File: src/hw/rtl/lst_pkg.sv
// ----------------------------------------------------------------------------
// lst_pkg
// Shared widths, constants, sequencer states and divider bundles of the
// latency statistics tracker.
// ----------------------------------------------------------------------------
`default_nettype none

package lst_pkg;

    localparam int unsigned DATA_W        = 32;
    localparam int unsigned IN_W          = 2 * DATA_W;
    localparam int unsigned OUT_W         = 10 * DATA_W;
    localparam int unsigned NUM_W         = 2 * DATA_W;
    localparam int unsigned DEN_W         = DATA_W + 1;
    localparam int unsigned BATCH_MAX_DEF = 16;

    localparam logic [DATA_W-1:0] ALL_ONES = 32'hFFFF_FFFF;

    typedef enum logic [12:0] {
        ST_IDLE   = 13'b0000000000001,
        ST_CLOSE  = 13'b0000000000010,
        ST_DIVW   = 13'b0000000000100,
        ST_DIVI   = 13'b0000000001000,
        ST_MINMAX = 13'b0000000010000,
        ST_ADDW   = 13'b0000000100000,
        ST_DIVMW  = 13'b0000001000000,
        ST_ADDI   = 13'b0000010000000,
        ST_DIVMI  = 13'b0000100000000,
        ST_CHKA   = 13'b0001000000000,
        ST_ADDA   = 13'b0010000000000,
        ST_DIVA   = 13'b0100000000000,
        ST_PUSH   = 13'b1000000000000
    } seq_state_t;

    typedef struct packed {
        logic             start;
        logic [NUM_W-1:0] num;
        logic [DEN_W-1:0] den;
    } div_req_t;

    typedef struct packed {
        logic              done;
        logic [DATA_W-1:0] quot;
    } div_rsp_t;

endpackage

`default_nettype wire

File: src/hw/rtl/latency_statistics_tracker.sv
// ----------------------------------------------------------------------------
// latency_statistics_tracker
// Batch averages of work/idle samples with running min, max and means.
// ----------------------------------------------------------------------------
// Input beats carry one work and one idle sample; s_tuser marks a beat that
// holds a sample and s_tlast closes the batch. Up to BATCH_MAX samples per
// batch are summed; more are dropped. A beat without s_tlast leaves s_tready
// high. A closing beat starts the sequencer: up to five divisions on one
// radix-2 divider plus add and multiply steps; s_tready stays low from the
// closing beat until the result is loaded. Each closing beat yields one
// result beat on m_tdata. The result sits in an output register; the next
// batch is taken while it waits, and a later result only waits for m_tready
// when that register is still full. Reset clears sums, counters and means,
// sets both minimums to all ones and empties the output register.
// ----------------------------------------------------------------------------
`default_nettype none

module latency_statistics_tracker #(
    parameter int unsigned BATCH_MAX = lst_pkg::BATCH_MAX_DEF
) (
    input  wire logic                     aclk,
    input  wire logic                     aresetn,
    input  wire logic                     s_tvalid,
    output logic                          s_tready,
    // work_time, idle_time
    input  wire logic [lst_pkg::IN_W-1:0] s_tdata,
    // sample_present
    input  wire logic                     s_tuser,
    input  wire logic                     s_tlast,
    output logic                          m_tvalid,
    input  wire logic                     m_tready,
    // batch_work, batch_idle, work_minimum, work_maximum, work_mean,
    // work_high_mean, idle_minimum, idle_maximum, idle_mean, batches_seen
    output logic [lst_pkg::OUT_W-1:0]     m_tdata
);
    import lst_pkg::*;

    localparam int unsigned FILL_W = $clog2(BATCH_MAX + 1);
    localparam int unsigned ACC_W  = DATA_W + FILL_W;

    seq_state_t        state_reg;
    seq_state_t        state_next;

    logic [ACC_W-1:0]  work_acc_reg;
    logic [ACC_W-1:0]  idle_acc_reg;
    logic [FILL_W-1:0] fill_reg;
    logic [DATA_W-1:0] work_low_reg;
    logic [DATA_W-1:0] work_high_reg;
    logic [DATA_W-1:0] idle_low_reg;
    logic [DATA_W-1:0] idle_high_reg;
    logic [DATA_W-1:0] work_avg_reg;
    logic [DATA_W-1:0] idle_avg_reg;
    logic [DATA_W-1:0] above_avg_reg;
    logic [DATA_W-1:0] batch_cnt_reg;
    logic [DATA_W-1:0] above_cnt_reg;
    logic [DATA_W-1:0] bw_reg;
    logic [DATA_W-1:0] bi_reg;
    logic [NUM_W-1:0]  prod_reg;
    logic [NUM_W-1:0]  num_reg;
    logic [DEN_W-1:0]  den_reg;
    logic              start_reg;
    logic              m_tvalid_reg;
    logic [OUT_W-1:0]  m_tdata_reg;

    logic              take;
    logic              out_free;
    logic              above;
    logic [DATA_W-1:0] mul_a;
    logic [DATA_W-1:0] mul_b;
    logic [NUM_W-1:0]  mul_prod;
    div_req_t          div_req;
    div_rsp_t          div_rsp;

    lst_divider u_divider (
        .aclk    (aclk),
        .aresetn (aresetn),
        .req     (div_req),
        .rsp     (div_rsp)
    );

    assign div_req.start = start_reg;
    assign div_req.num   = num_reg;
    assign div_req.den   = den_reg;

    assign s_tready = (state_reg == ST_IDLE);
    assign take     = s_tvalid && s_tready && s_tuser && (fill_reg < FILL_W'(BATCH_MAX));
    assign out_free = !m_tvalid_reg || m_tready;
    assign above    = (bw_reg > work_avg_reg) || (above_cnt_reg == '0);

    always_comb begin
        mul_a = work_avg_reg;
        mul_b = batch_cnt_reg;
        if (state_reg == ST_DIVMW) begin
            mul_a = idle_avg_reg;
        end else if (state_reg == ST_CHKA) begin
            mul_a = above_avg_reg;
            mul_b = above_cnt_reg;
        end
    end

    assign mul_prod = NUM_W'(mul_a) * NUM_W'(mul_b);

    always_comb begin
        state_next = state_reg;
        unique case (state_reg)
            ST_IDLE: begin
                if (s_tvalid && s_tlast) state_next = ST_CLOSE;
            end
            ST_CLOSE:  state_next = (fill_reg == '0) ? ST_MINMAX : ST_DIVW;
            ST_DIVW: begin
                if (div_rsp.done) state_next = ST_DIVI;
            end
            ST_DIVI: begin
                if (div_rsp.done) state_next = ST_MINMAX;
            end
            ST_MINMAX: state_next = ST_ADDW;
            ST_ADDW:   state_next = ST_DIVMW;
            ST_DIVMW: begin
                if (div_rsp.done) state_next = ST_ADDI;
            end
            ST_ADDI:   state_next = ST_DIVMI;
            ST_DIVMI: begin
                if (div_rsp.done) state_next = ST_CHKA;
            end
            ST_CHKA:   state_next = above ? ST_ADDA : ST_PUSH;
            ST_ADDA:   state_next = ST_DIVA;
            ST_DIVA: begin
                if (div_rsp.done) state_next = ST_PUSH;
            end
            ST_PUSH: begin
                if (out_free) state_next = ST_IDLE;
            end
            default:   state_next = ST_IDLE;
        endcase
    end

    always_ff @(posedge aclk) begin
        if (!aresetn) begin
            state_reg     <= ST_IDLE;
            start_reg     <= 1'b0;
            m_tvalid_reg  <= 1'b0;
            work_acc_reg  <= '0;
            idle_acc_reg  <= '0;
            fill_reg      <= '0;
            work_low_reg  <= ALL_ONES;
            work_high_reg <= '0;
            idle_low_reg  <= ALL_ONES;
            idle_high_reg <= '0;
            work_avg_reg  <= '0;
            idle_avg_reg  <= '0;
            above_avg_reg <= '0;
            batch_cnt_reg <= '0;
            above_cnt_reg <= '0;
        end else begin
            state_reg <= state_next;
            start_reg <= 1'b0;
            if ((state_reg == ST_PUSH) && out_free) begin
                m_tvalid_reg <= 1'b1;
            end else if (m_tready) begin
                m_tvalid_reg <= 1'b0;
            end
            unique case (state_reg) inside
                ST_IDLE: begin
                    if (take) begin
                        work_acc_reg <= work_acc_reg + ACC_W'(s_tdata[DATA_W-1:0]);
                        idle_acc_reg <= idle_acc_reg + ACC_W'(s_tdata[IN_W-1:DATA_W]);
                        fill_reg     <= fill_reg + FILL_W'(1);
                    end
                end
                ST_CLOSE: begin
                    if (fill_reg != '0) start_reg <= 1'b1;
                end
                ST_DIVW: begin
                    if (div_rsp.done) start_reg <= 1'b1;
                end
                ST_DIVI: begin
                end
                ST_MINMAX: begin
                    if (bw_reg < work_low_reg)  work_low_reg  <= bw_reg;
                    if (bw_reg > work_high_reg) work_high_reg <= bw_reg;
                    if (bi_reg < idle_low_reg)  idle_low_reg  <= bi_reg;
                    if (bi_reg > idle_high_reg) idle_high_reg <= bi_reg;
                    work_acc_reg <= '0;
                    idle_acc_reg <= '0;
                    fill_reg     <= '0;
                end
                ST_ADDW, ST_ADDI, ST_ADDA: begin
                    start_reg <= 1'b1;
                end
                ST_DIVMW: begin
                    if (div_rsp.done) work_avg_reg <= div_rsp.quot;
                end
                ST_DIVMI: begin
                    if (div_rsp.done) begin
                        idle_avg_reg <= div_rsp.quot;
                        if (batch_cnt_reg != ALL_ONES) begin
                            batch_cnt_reg <= batch_cnt_reg + DATA_W'(1);
                        end
                    end
                end
                ST_CHKA: begin
                end
                ST_DIVA: begin
                    if (div_rsp.done) begin
                        above_avg_reg <= div_rsp.quot;
                        if (above_cnt_reg != ALL_ONES) begin
                            above_cnt_reg <= above_cnt_reg + DATA_W'(1);
                        end
                    end
                end
                ST_PUSH: begin
                end
                default: begin
                end
            endcase
        end
    end

    always_ff @(posedge aclk) begin
        case (state_reg) inside
            ST_CLOSE: begin
                num_reg <= NUM_W'(work_acc_reg);
                den_reg <= DEN_W'(fill_reg);
                bw_reg  <= '0;
                bi_reg  <= '0;
            end
            ST_DIVW: begin
                if (div_rsp.done) begin
                    bw_reg  <= div_rsp.quot;
                    num_reg <= NUM_W'(idle_acc_reg);
                end
            end
            ST_DIVI: begin
                if (div_rsp.done) bi_reg <= div_rsp.quot;
            end
            ST_MINMAX, ST_CHKA: begin
                prod_reg <= mul_prod;
            end
            ST_DIVMW: begin
                if (div_rsp.done) prod_reg <= mul_prod;
            end
            ST_ADDW: begin
                num_reg <= prod_reg + NUM_W'(bw_reg);
                den_reg <= {1'b0, batch_cnt_reg} + DEN_W'(1);
            end
            ST_ADDI: begin
                num_reg <= prod_reg + NUM_W'(bi_reg);
                den_reg <= {1'b0, batch_cnt_reg} + DEN_W'(1);
            end
            ST_ADDA: begin
                num_reg <= prod_reg + NUM_W'(bw_reg);
                den_reg <= {1'b0, above_cnt_reg} + DEN_W'(1);
            end
            ST_PUSH: begin
                if (out_free) begin
                    m_tdata_reg <= {batch_cnt_reg, idle_avg_reg, idle_high_reg,
                                    idle_low_reg, above_avg_reg, work_avg_reg,
                                    work_high_reg, work_low_reg, bi_reg, bw_reg};
                end
            end
            default: begin
            end
        endcase
    end

    assign m_tvalid = m_tvalid_reg;
    assign m_tdata  = m_tdata_reg;

endmodule

`default_nettype wire

File: src/hw/rtl/lst_divider.sv
// ----------------------------------------------------------------------------
// lst_divider
// Restoring divider, one quotient bit per cycle. The quotient must fit in
// DATA_W bits, so the upper half of the numerator seeds the remainder.
// ----------------------------------------------------------------------------
`default_nettype none

module lst_divider (
    input  wire logic              aclk,
    input  wire logic              aresetn,
    input  wire lst_pkg::div_req_t req,
    output lst_pkg::div_rsp_t      rsp
);
    import lst_pkg::*;

    localparam int unsigned STEP_W = $clog2(DATA_W + 1);

    logic [DEN_W-1:0]  rem_reg;
    logic [DATA_W-1:0] low_reg;
    logic [DEN_W-1:0]  den_reg;
    logic [STEP_W-1:0] cnt_reg;
    logic              busy_reg;
    logic              done_reg;

    logic [DEN_W:0]    trial;
    logic [DEN_W:0]    diff;
    logic              fits;
    logic [DEN_W-1:0]  rem_next;

    always_comb begin
        trial    = {rem_reg, low_reg[DATA_W-1]};
        diff     = trial - {1'b0, den_reg};
        fits     = (trial >= {1'b0, den_reg});
        rem_next = fits ? diff[DEN_W-1:0] : trial[DEN_W-1:0];
    end

    always_ff @(posedge aclk) begin
        if (!aresetn) begin
            busy_reg <= 1'b0;
            done_reg <= 1'b0;
            cnt_reg  <= '0;
        end else begin
            done_reg <= 1'b0;
            if (req.start) begin
                busy_reg <= 1'b1;
                cnt_reg  <= STEP_W'(DATA_W);
            end else if (busy_reg) begin
                cnt_reg <= cnt_reg - STEP_W'(1);
                if (cnt_reg == STEP_W'(1)) begin
                    busy_reg <= 1'b0;
                    done_reg <= 1'b1;
                end
            end
        end
    end

    always_ff @(posedge aclk) begin
        if (req.start) begin
            rem_reg <= {1'b0, req.num[NUM_W-1:DATA_W]};
            low_reg <= req.num[DATA_W-1:0];
            den_reg <= req.den;
        end else if (busy_reg) begin
            rem_reg <= rem_next;
            low_reg <= {low_reg[DATA_W-2:0], fits};
        end
    end

    assign rsp.done = done_reg;
    assign rsp.quot = low_reg;

endmodule

`default_nettype wire

File: config.mk
export PLATFORM = sky130hd
export DESIGN_NAME = latency_statistics_tracker
export DESIGN_NICKNAME = d
export VERILOG_FILES = /design/src/hw/rtl/lst_pkg.sv /design/src/hw/rtl/latency_statistics_tracker.sv /design/src/hw/rtl/lst_divider.sv
export SDC_FILE = /design/constraint.sdc
export NUM_CORES = 2
export LEC_CHECK = 0
export BUFFER_PORTS_ARGS = -buffer_cell sky130_fd_sc_hd__buf_2
export CORE_AREA = 2 2 365 367
export CTS_BUF_LIST = sky130_fd_sc_hd__clkbuf_4
export CTS_CLUSTER_DIAMETER = 30
export DETAILED_ROUTE_END_ITERATION = 16
export DIE_AREA = 0 0 367 369
export GPL_TIMING_DRIVEN = 0
export PLACE_DENSITY = 0.9
export SLEW_MARGIN = 25
export SYNTH_ARGS = -nofsm -noshare
export SYNTH_HDL_FRONTEND = slang
export SYNTH_SLANG_ARGS = --single-unit
File: constraint.sdc
create_clock -name aclk -period 47.3 [get_ports aclk]
set_input_delay 4.73 -clock aclk [delete_from_list [all_inputs] [get_ports aclk]]
set_output_delay 4.73 -clock aclk [all_outputs]
set_load 0.02 [all_outputs]
# After elaboration in Yosys (flattened, before gate mapping)
# Cells that the tools add are included.
[totals]
reg_bits = 1033
latchBits = 0
ram_bits = 0
romBits = 0
input_bits = 70
output_inout_bits = 322
wordCells = 194
memories = 0
[op_classes]
addsub = 11
mul = 1
div = 0
magnitude_cmp = 7
n_eq_ne = 35
shift = 0
muxes = 56
bitwise = 10
n_reduce_logical = 43
[ops]
columns = ["op", "n"]
rows = [
  ["64-bit 2-to-1 mux", 11],
  ["32-bit 2-to-1 mux", 8],
  ["13-bit case mux with 13 select lines", 1],
  ["37-bit case mux with 2 select lines", 2],
  ["33-bit 2-to-1 mux", 4],
  ["64-bit by 32-bit adder with 64-bit output", 2],
  ["37-bit 2-to-1 mux", 3],
  ["13-bit 2-to-1 mux", 8],
  ["32-bit greater-than comparator", 3],
  ["37-bit by 32-bit adder with 37-bit output", 2],
  ["32-bit by 1-bit adder with 33-bit output, second input constant", 2],
  ["32-bit by 1-bit adder with 32-bit output, second input constant", 2],
  ["32-bit less-than comparator", 2],
  ["32-bit by 32-bit multiplier with 64-bit output", 1],
  ["32-bit != test, second input constant", 2],
  ["5-bit 2-to-1 mux", 7],
  ["34-bit by 33-bit >= comparator with 1-bit output", 1],
  ["33-bit subtractor", 1],
  ["32-bit zero test", 1],
  ["5-bit AND reduction", 5],
  ["2-bit AND reduction", 9],
  ["2-bit != test, second input constant", 8],
  ["2-bit by 1-bit != test with 1-bit output, second input constant", 7],
  ["13-bit by 1-bit equality test with 1-bit output, second input constant", 1],
  ["other kinds (36)", 70],
]

# Logic depth before layout (Yosys ltp)
[logic_depth]
word_depth = 9
mapped_depth = 41

# Cells and area by module
# From an unflattened synthesis, not the netlist that was laid out.
[unflattened]
hier_cells = 8844
hier_area_um2 = 83700.3
[modules_own_cells]
columns = ["mod", "n_inst", "cells_per_inst", "area_each_um2"]
rows = [
  ["latency_statistics_tracker", 1, 8276, 77508.1],
  ["lst_divider", 1, 568, 6192.2],
]

# Worst setup path after synthesis
# OpenSTA, ideal clock, no wires.
[synth_timing]
path_kind = "input to register"
start = "input m_tready"
end = "register m_tdata_reg[0] (netlist: m_tdata[0]) (enable)"
setup_ns = 1.044
arrival_time_ns = 18.870
t_required_ns = 46.256
path_slack_ns = 27.385
cell_stages = 2
path_cell_list = "nand2b_1 > nor2b_1"
[synth_between]
elab_chain_cells = 2
[synth_lines]
columns = ["element", "line_no", "source"]
rows = [
  ["start, declared", "latency_statistics_tracker.sv:31", "input wire logic m_tready,"],
  ["1-bit logical OR", "latency_statistics_tracker.sv:87", "assign out_free = !m_tvalid_reg || m_tready;"],
  ["10-bit AND reduction (no source line)", "--", ""],
  ["end signal, assigned", "latency_statistics_tracker.sv:256", "m_tdata_reg <= {batch_cnt_reg, idle_avg_reg, idle_high_reg,"],
  ["end, declared", "latency_statistics_tracker.sv:63", "logic [OUT_W-1:0] m_tdata_reg;"],
]
# Every way passes these cells.
# A chain may end at the register's enable or synchronous reset.

# Final worst setup path
[layout_timing]
start = "register state_reg[0]"
end = "register prod_reg[59], data pin"
[layout_between]
elab_chain_cells = 7
word_cells_on_any_way = 12
cone_classes = "mul: 1; eq/ne: 3; mux: 7; reduce/logical: 1"
[layout_lines]
columns = ["element", "line_no", "source"]
rows = [
  ["start, declared", "latency_statistics_tracker.sv:41", "seq_state_t state_reg;"],
  ["start signal, assigned", "latency_statistics_tracker.sv:155", "state_reg <= state_next;"],
  ["13-bit by 10-bit equality test with 1-bit output", "latency_statistics_tracker.sv:95", "end else if (state_reg == ST_CHKA) begin"],
  ["32-bit 2-to-1 mux", "latency_statistics_tracker.sv:95", ""],
  ["32-bit 2-to-1 mux", "latency_statistics_tracker.sv:93", "if (state_reg == ST_DIVMW) begin"],
  ["32-bit by 32-bit multiplier with 64-bit output *", "latency_statistics_tracker.sv:101", "assign mul_prod = NUM_W'(mul_a) * NUM_W'(mul_b);"],
  ["named net mul_prod[59]", "latency_statistics_tracker.sv:70", "logic [NUM_W-1:0] mul_prod;"],
  ["64-bit 2-to-1 mux", "latency_statistics_tracker.sv:240", "if (div_rsp.done) prod_reg <= mul_prod;"],
  ["64-bit 2-to-1 mux", "latency_statistics_tracker.sv:220", "case (state_reg) inside"],
  ["64-bit 2-to-1 mux *", "latency_statistics_tracker.sv:220", ""],
  ["end signal, assigned", "latency_statistics_tracker.sv:237", "prod_reg <= mul_prod;"],
  ["end signal, assigned", "latency_statistics_tracker.sv:240", ""],
  ["end, declared", "latency_statistics_tracker.sv:58", "logic [NUM_W-1:0] prod_reg;"],
]
# The timed path passes the listed nets; every way through them passes the cells marked *. The select of a mux whose other input is x is not followed.

==> results by group <==
Run status
  – Status: finished clean

Clocking
  – Post-CTS setup buffers: 0
  – CTS root buffer: clkbuf_4
  – Register clock-pin slew on the reported worst setup and hold paths: around 0.07 ns
  – Clock Latency Late Sink: between 1 and 1.5 ns
  – H-tree depth: 5
  – CTS Buf Count: approximately 290
  – Post-CTS Hold Fix Bufs: 0
  – TritonCTS clock tree: built
  – Clk sinks: between 1000 and 1500
  – Post-cts resize count: 0
  – Clk buf depth: 4

STA
  – Final worst path period need: 13.02 ns
  – Unrepaired setup endpoints after global routing: no
  – Clock skew: about 0.18 ns
  – Final Hold Slack: approximately 0.36 ns
  – Slew headroom: roughly 13%
  – Final cycle utilization of the critical path: between 20 and 30%
  – Final Max Tran Viols: 0
  – Max Freq: about 0.077 GHz
  – Tightest Pin Transition: ~1.3 ns
  – Setup-failing EPs final: 0
  – TNS Setup: 0 ns
  – Final Hold Vio Count: 0
  – Final worst setup slack: approximately 34 ns

Logic synthesis
  – Area contributors post-synth: fa_1 22%, edfxtp_1 19%, dfxtp_1 12%
  – Most frequent cell after synthesis: inv_1
  – Post-synthesis cell type with the largest combined area: fa_1
  – Synth Warn #: 0
  – Top FF cell, synth: edfxtp_1
  – Sequential area share after synthesis: 30.92%
  – Cell variety after synth: about 110
  – Synth top area share: between 20% and 30%
  – Post-synth ARST share: 0%
  – Post-Syn Area: ~84000 µm²
  – Synthesized netlist cell count: about 8800
  – Syn nets: 10343
  – Seq cells post-synth: 1033
  – Most frequent cells after synthesis: 1137 x inv_1, 1074 x nand2_1, 901 x fa_1, 892 x nor2_1, 589 x ha_1
  – Number of synthesized flops with an enable pin: about 520
  – Avg Synthesized Cell Area: 9.541 µm²

Global route
  – Vias in the first global route: about 74000
  – GRT overflow: 0
  – First-pass GRT wire length: between 400 and 500 mm
  – Initial antenna violation count: 35
  – Largest net degree at the start of global routing: 36
  – Global Route Usage Sum: around 51%

Floorplan
  – Die height: roughly 370 µm
  – Die width: 367 µm
  – Die area: 135400 µm²
  – Rows: between 100 and 150
  – Core ar.: between 100000 and 150000 µm²
  – # IOs: slightly below 400
  – Initial core utilization: 63.91%

Route
  – WL/cell: around 30 µm
  – Vias after detailed routing: around 75000
  – DRC violations left: 0
  – Routed Antenna Nets: 0
  – 1st-iter DRT viols: 11274
  – DR vias/cell: approximately 6.5
  – Final wirelength: around 350 mm
  – TritonRoute pass-1 iters: 9

Placement
  – Post-DP HPWL: 273.8 mm
  – PortBufs: between 300 and 400
  – Pre-CTS setup slack: between 30 and 40 ns
  – Placer Congestion: about 1.1

Setup path
  – Delay-heaviest family, CP: adder cells
  – FF-to-FF Start: state_reg[0]
  – Worst Setup End Kind: register
  – Crit-path slowest cell: a211oi_1
  – Required @ worst endpoint: approximately 48 ns
  – CP max stage delay: around 1.0 ns
  – Startpoint Class: register
  – WP buf/inv: 10
  – Reg2reg path depth: 37
  – Most frequent cell on the critical path: fa_1
  – R2R setup slack: around 34 ns
  – Critical path fanouts, max: 12
  – Reg2reg end: prod_reg[59]
  – Setup CP Type: register to register
  – Critical Path AT: approximately 14 ns
  – Worst Setup SP: state_reg[0]

Final layout
  – FILL cells: roughly 9700
  – Storage element area: about 26000 µm²
  – Max reg flops: 320
  – Area added between synthesis and finish: 10.46%
  – Nets: roughly 11000
  – Share of cells above drive strength 1: about an eighth
  – Footprint of the multi-input gates: between 50000 and 60000 µm²

Power
  – Sw frac: roughly 26%
  – PnR Total Power: slightly below 0.002 W
  – Peak supply drop: around 0.000032 V
  – Psw: 0.0004965 W
  – Power Density: approximately 21 nW/µm²
  – Static leakage: approximately 42 nW
  – Logic gate share of total power: under 10%
  – Sequential share of power: between 40% and 50%
  – Clk network pwr share: about 46%
  – Pint: ~0.0014 W

Worst hold path
  – Hold Path Sink: m_tdata[106]
  – Hold crit path type: register to register
  – Worst Hold Depth: 0
  – Hold path startpoint: work_high_reg[10]

Flow run
  – Max Cap Violations: 0
## how the worst max path moves through the flow
stage	endpoint	slack (ns)	depth (start not counted)
after floorplan	m_tdata[0]	27.39	2
after global placement	m_tdata[138]	21.59	3
after detailed placement	prod_reg[63]	35.03	37
after CTS	prod_reg[63]	34.87	37
after global routing	prod_reg[59]	34.16	38
final	prod_reg[59]	34.28	37
## cell usage in the layout (no fill, tap or decap), drive strengths merged, types with 70 or more instances in the layout
cell    Yosys  final
dfxtp     510    510
a21boi    155    155
fa        901    901
nor2b     111    111
and2       86     86
nor2      895    895
mux2       77     77
ha        589    589
edfxtp    523    523
nand3     147    147
a21o      136    136
o21a       70     70
buf       116    535
nand2    1076   1076
inv      1137   1144
clkinv      0     74
xnor2     196    196
xor2      135    135
o21ai     361    361
mux2i     156    156
a21oi     377    377
clkbuf    316    729
nand4      93     93
## metal layers
metal | GRT usage [%] | vias up | part of all wire [%] | routed length, µm
met3 | 20.15 | 1948 | 15 | 52420
met4 | 40.40 | 18 | 10 | 35310
met5 | 0 | - | 0.044 | 152
met2 | 73.20 | 6422 | 41 | 142800
met1 | 61.92 | 35981 | 34 | 118400
li1 | - | 30541 | - | -
## worst reg2reg max path, delay by kind of cell (launching register included)
kind            cells  cell delay [ns]
flops               1             0.39
xor+xnor            1             0.09
buf+inv            10             2.46
simple gates       11             2.42
mux                 1             0.85
fa+ha+maj           9             4.46
compound gates      5             2.04
## stage by stage
| stage | instances | util, % | instance area [µm²] |
|---|---|---|---|
| global route | 11476 | 70.56 | 92530 |
| global placement | 10928 | 67.07 | 87950 |
| floorplan | 8783 | - | 83800 |
| finish | 11492 | 70.59 | 92570 |
| detailed placement | 10955 | 67.61 | 88660 |
| CTS | 11461 | 70.49 | 92430 |
## power by group through the flow
stage	Clock (W)	Combinational, W	Sequential, W
6_report	0.000887	0.000101	0.000951
5_1_grt	0.000920	0.000108	0.000951
4_1_cts	0.000877	0.0000969	0.000951
3_5_place_dp	0	0.0000961	0.000970
3_3_place_gp	0	0.0000931	0.000970
2_1_floorplan	0	0.0000659	0.000965
## final cells by class
cell class                 count  share of cell area (%)
clock buffer                 413                   3.349
antenna                       29                 0.07840
timing repair buffer         419                   2.699
sequential                  1033                   28.00
buffer                       432                   1.950
tap                         1755                   2.372
multi-input combinational   6181                   56.21
clock inverter                93                  0.7285
inverter                    1137                   4.611
## logic make-up (layout without fill, tap and decap cells)
logic type	after synthesis	in the layout	share of synthesized area, %
and+or+nand+nor	2708	2708	14.28
buffers and inverters	1569	2494	7.215
adders and majority gates	1490	1490	30.32
AOI/OAI and AO/OA	1419	1419	10.90
DFF	1033	1033	30.92
xor gates and xnor gates	331	331	3.459
muxes	233	233	2.898
other	0	29	0
No activity file was read; power rests on OpenSTA's default activity.
